===== config.mk =====
export PLATFORM = sky130hd
export DESIGN_NAME = cmt_ctrl
export DESIGN_NICKNAME = d
export VERILOG_FILES = /design/src/design/cmt_pkg.sv /design/src/design/cmt_ctrl.sv
export SDC_FILE = /design/constraint.sdc
export NUM_CORES = 1
export LEC_CHECK = 0
export BUFFER_PORTS_ARGS = -buffer_cell sky130_fd_sc_hd__buf_4
export CAP_MARGIN = 20
export CORE_AREA = 2 2 39 41
export DETAILED_ROUTE_END_ITERATION = 12
export DIE_AREA = 0 0 41 43
export GPL_TIMING_DRIVEN = 0
export PLACE_DENSITY = 0.38
export SYNTH_ARGS = -nofsm -noshare
export SYNTH_HDL_FRONTEND = slang
export SYNTH_SLANG_ARGS = --single-unit

===== constraint.sdc =====
create_clock -name clk -period 1.12 [get_ports clk]
set_input_delay 0.112 -clock clk [delete_from_list [all_inputs] [get_ports clk]]
set_output_delay 0.112 -clock clk [all_outputs]
set_load 0.02 [all_outputs]

===== src/design/cmt_pkg.sv =====
// ----------------------------------------------------------------------------
// Counted multiset table package
// Shared constants, command and status codes, and controller/datapath types.
// ----------------------------------------------------------------------------
package cmt_pkg;

  localparam int DEF_CAPACITY   = 64;
  localparam int DEF_COUNT_BITS = 16;

  localparam int CMD_W    = 2;
  localparam int ELEM_W   = 32;
  localparam int STATUS_W = 3;
  localparam int OCC_W    = 16;
  localparam int TOTAL_W  = 22;

  localparam logic [CMD_W-1:0] CMD_ADD = 2'd0;
  localparam logic [CMD_W-1:0] CMD_REM = 2'd1;
  localparam logic [CMD_W-1:0] CMD_CNT = 2'd2;
  localparam logic [CMD_W-1:0] CMD_TOP = 2'd3;

  localparam logic [STATUS_W-1:0] ST_OK    = 3'd0;
  localparam logic [STATUS_W-1:0] ST_NOTF  = 3'd1;
  localparam logic [STATUS_W-1:0] ST_FULL  = 3'd2;
  localparam logic [STATUS_W-1:0] ST_SAT   = 3'd3;
  localparam logic [STATUS_W-1:0] ST_EMPTY = 3'd4;

  typedef struct packed {
    logic start;
    logic rd_issue;
    logic rd_take;
    logic fin_walk;
    logic upd;
    logic init_next;
  } cmt_cmd_t;

  typedef struct packed {
    logic cur_nil;
    logic done_walk;
    logic init_done;
  } cmt_stat_t;

endpackage


===== src/design/cmt_ctrl.sv =====
// ----------------------------------------------------------------------------
// Counted multiset table controller
// Sequences initialisation, the list walk, the update and the result transfer.
// ----------------------------------------------------------------------------
module cmt_ctrl (
  input  logic               clk,
  input  logic               rst_n,
  input  logic               in_valid,
  output logic               in_ready,
  output logic               out_valid,
  input  logic               out_ready,
  output cmt_pkg::cmt_cmd_t  ctl,
  input  cmt_pkg::cmt_stat_t sts
);
  import cmt_pkg::*;

  localparam logic [2:0] S_INIT = 3'd0;
  localparam logic [2:0] S_IDLE = 3'd1;
  localparam logic [2:0] S_RD   = 3'd2;
  localparam logic [2:0] S_TAKE = 3'd3;
  localparam logic [2:0] S_FREE = 3'd4;
  localparam logic [2:0] S_FRW  = 3'd5;
  localparam logic [2:0] S_UPD  = 3'd6;
  localparam logic [2:0] S_OUT  = 3'd7;

  logic [2:0] state_r, state_nxt;

  always_comb begin
    state_nxt = state_r;
    ctl = '0;
    in_ready = 1'b0;
    out_valid = 1'b0;
    case (state_r)
      S_INIT: begin
        ctl.init_next = 1'b1;
        if (sts.init_done) state_nxt = S_IDLE;
      end
      S_IDLE: begin
        in_ready = sts.done_walk;
        if (in_valid && sts.done_walk) begin
          ctl.start = 1'b1;
          state_nxt = S_RD;
        end
      end
      S_RD: begin
        if (sts.cur_nil) begin
          state_nxt = S_FREE;
        end else begin
          ctl.rd_issue = 1'b1;
          state_nxt = S_TAKE;
        end
      end
      S_TAKE: begin
        ctl.rd_take = 1'b1;
        state_nxt = S_RD;
      end
      S_FREE: begin
        ctl.fin_walk = 1'b1;
        state_nxt = S_FRW;
      end
      S_FRW: state_nxt = S_UPD;
      S_UPD: begin
        ctl.upd = 1'b1;
        state_nxt = S_OUT;
      end
      S_OUT: begin
        out_valid = 1'b1;
        if (out_ready) state_nxt = S_IDLE;
      end
      default: state_nxt = S_IDLE;
    endcase
  end

  always_ff @(posedge clk) begin
    if (!rst_n) begin
      state_r <= S_INIT;
    end else begin
      state_r <= state_nxt;
    end
  end
endmodule


* Word level (Yosys, flattened, before mapping)
Index checks and enable logic that the tools add are counted. W data, S select, Z words.
Storage, ports and cells: flip-flop bits (word level) 3, logic and storage cells 29
Operators by class: multiplexer cells 15, reduce and logical (&&, ||, !) cells 3, eq/ne operators 10
Operators by type and width (count):
- $pmux W3 S8 | 1
- $eq A3 B3 Y1 const B | 4
- $mux W3 | 4
- $mux W1 | 10
- $eq A3 B2 Y1 const B | 2
- $ne A2 B2 Y1 const B | 3
- $eq A3 B1 Y1 const B | 1
- $logic_not A3 Y1 | 1
- $reduce_and A3 Y1 | 1
- $logic_and A1 B1 Y1 | 1

* Depth between registers and ports, before layout
depth after elaboration 3, gate-level depth with buffers 4, gate-level depth less buffers 3

* Worst setup path after synthesis
OpenSTA, ideal clock, no wires.
path type register -> output, from register state_r[2], to output ctl[4] (netlist bit), cell stages (with the launch flop) 3, data required time 1.008 ns, arrival 1.212 ns, setup slack -0.204 ns, path through dfxtp_1 buf_4 nor4b_1
RTL lines:
- from (decl) | RTL line cmt_ctrl.sv:26 | logic [2:0] state_r, state_nxt;
- from (signal assigned) | RTL line cmt_ctrl.sv:78 | state_r <= state_nxt;
- to (decl) | RTL line cmt_ctrl.sv:12 | output cmt_pkg::cmt_cmd_t ctl,

==> results by group <==
Clock network
  • Clk slew on worst S/H paths: 0.03 ns
  • CTS tree: built
  • Clock sink total: 3
  • H-Tree Depth: 1
  • Clock latency on the worst-skew pair: 0.23 ns
  • Root Driver: clkbuf_4
  • CTS buffer count: 3
  • Largest buffer count on any clock path: 2

Finish
  • Ant. Diodes: 0
  • Final cell count without fillers: 69
  • Utilization after layout: 36.2%
  • Area growth, synth to finish: 123%
  • Commonest cells after routing, fill and taps aside: buf_4 (12), buf_6 (8), nand2_1 (4), a21oi_1 (4)
  • Largest registers: state_r: 3 flops
  • Layout cells sized above 1: 69.8%
  • FILL cells: around 160
  • Final net count: 61
  • Most common cell after layout, fill and taps aside: buf_4
  • Largest register FFs: 3
  • Top reg by flops: state_r

Routing
  • DR WL/cell: slightly above 10 µm
  • Final ANT Viol Nets: 0
  • DRC viols: 0
  • Drt initial violations: 0
  • Via count: between 200 and 300
  • Post-Route WL: 717 µm
  • Router iterations before antenna repair: 1
  • Via density: 4.33

Yosys
  • Synth area leader: dfxtp_1
  • Yosys top cell area share: 26.8%
  • Synth Register Bits: 3
  • Post-Syn Area per Cell: 7.47 µm²
  • Post-Syn Area: 224 µm²
  • Distinct cell type count of the synthesized netlist: 15
  • Top post-synthesis cells by area: dfxtp_1 (27%), a21oi_1 (8.9%), nor2_1 (8.4%), and3_2 (6.7%), nand2_1 (6.7%)
  • Synth Instances: 30
  • Register area share after synthesis: a little over a quarter
  • Warnings, synthesis: 0
  • Syn Nets: 37

Run status
  • Failing checks: negative setup slack
  • Status: finished, violations left

Hold path
  • Worst hold path endpoint: state_r[0]
  • HP Class: primary input to flop
  • Worst min-delay path startpoint: rst_n
  • WHS Path Cells: 3

Worst setup path
  • Worst r2r src: state_r[1]
  • Slowest stage cell, crit path: dfxtp_4
  • Startpoint type of the worst setup path: flop
  • Worst Path Required: just over 1 ns
  • R2r endpoint: state_r[0]
  • Worst reg2reg setup slack: 0.01 ns
  • Slowest stage delay, CP: 0.36 ns
  • Critical path type: flop to output port
  • Critical path, cell by cell: nor2_4 -> and3_4 -> and2_4 -> buf_6
  • Top Family by Delay on Critical Path: simple AND/OR/NAND/NOR gates
  • Crit path DAT: 1.10 ns
  • CP Buf/Inv Count: 1
  • Crit path max fanout: 5
  • Crit end category: output port
  • Reg2Reg Depth: 4

Global routing
  • GRT Total Usage: a little under a tenth
  • First-pass GRT wire length: around 1100 µm
  • Pin count of the biggest net entering global routing: 10
  • GR Overflow Total: 0
  • Vias in the first global route: 285
  • Antenna violations before repair: 0

Pwr
  • Max VDD drop: 481 µV
  • Power Total: 0.540 mW
  • Lkg Pwr: 0.226 nW
  • Power Density: 1080 nW/µm²

Floorplan
  • Io pins: 15
  • Rows: 14
  • Initial core utilization: 16.2%
  • Die ar.: 1760 µm²
  • Die W: 41 µm
  • Die Y-Extent: 43 µm
  • Core ar.: 1380 µm²

Timing
  • Final Cycle Share: 109%
  • RSZ-0062 raised after global routing: true
  • Slew of the pin with the lowest slew margin: 0.194 ns
  • Final Skew: ~0.0011 ns
  • Slew Viols, Final: 0
  • Total negative slack: -0.446 ns
  • Max frequency: 0.822 GHz
  • Final setup viols: 8
  • Final hold vios: 0
  • Max-slew headroom: 87.0%
  • Crit path time final: 1.22 ns
  • Final setup margin: -0.0963 ns

Placement
  • Routability cong.: 0.663
  • DP HPWL: 487 µm
  • IO Port Bufs: 14
  • Placed Cells: 60

Run
  • Max-Cap Viols: 0
synthesized netlist by cell type:
cell,count
nor2_1,5
a31oi_1,1
a21oi_1,4
buf_4,1
o31ai_2,1
o2111a_1,1
o21a_1,2
nand2_1,4
nor4b_1,1
dfxtp_1,3
and3_4,1
and2_1,1
and3_2,2
inv_1,2
or2_4,1
how the worst max path moves through the flow:
| stage | slack (ns) | end | from | depth (start not counted) |
|---|---|---|---|---|
| floorplan | 0.02 | ctl[5] | state_r[2] | 4 |
| finish | -0.1 | ctl[5] | state_r[2] | 4 |
| CTS | -0.15 | ctl[5] | state_r[2] | 5 |
| global route | -0.14 | ctl[5] | state_r[2] | 4 |
| global placement | -0.04 | ctl[5] | state_r[1] | 4 |
| detailed placement | -0.04 | ctl[5] | state_r[1] | 4 |
area by class of cell:
class | count | area (µm²) | area share [%]
multi-input combinational | 24 | 193 | 38.5
timing repair buffer | 20 | 180 | 36.0
sequential | 3 | 71.3 | 14.2
clock buffer | 4 | 26.3 | 5.25
tap | 16 | 20.0 | 4.00
inverter | 2 | 10.0 | 2.00
tightest hold or removal path, cell delays in order:
cell and delay, ns:
buf_4 0.13, o31ai_4 0.04, a31oi_1 0.03
per-layer routing:
| metal | track usage (%) | up-vias | routed length [µm] |
|---|---|---|---|
| met5 | 0 | - | 0 |
| met4 | 6.00 | 0 | 0 |
| met3 | 2.09 | 0 | 65 |
| met2 | 14.7 | 8 | 428 |
| met1 | 9.55 | 141 | 224 |
| li1 | - | 150 | - |
stage by stage:
step                      area, µm²  hold WS [ns]  worst slack [ns]
after CTS                       460         0.124            -0.147
final                           500         0.135           -0.0963
after global routing            500         0.142            -0.143
after floorplan                 231         0.230            0.0203
after detailed placement        357         0.367           -0.0392
after global placement          357         0.363           -0.0366
timing repair:
item | 4_1_cts | 5_1_grt
cloned | 0 | 0
endpoints found under the setup margin | 8 | 9
pin swaps | 4 | 3
hold buffers | 0 | 0
resized for setup | 14 | 14
setup buffers | 5 | 1
logic make-up after synthesis:
| family | after synthesis | share of synthesized area, % |
|---|---|---|
| DFF | 3 | 26.8 |
| AOI/OAI and AO/OA | 9 | 29.0 |
| and+or+nand+nor | 15 | 37.4 |
| buffers and inverters | 3 | 6.71 |
power by group:
group          switching (mW)  internal [mW]  total [mW]  leakage (nW)
Clock                  0.0502          0.133       0.183        0.0150
Combinational          0.0973          0.121       0.218         0.184
Sequential             0.0209          0.118       0.139        0.0267
Total                   0.168          0.372       0.540         0.226
(Power assumes the default switching activity.)
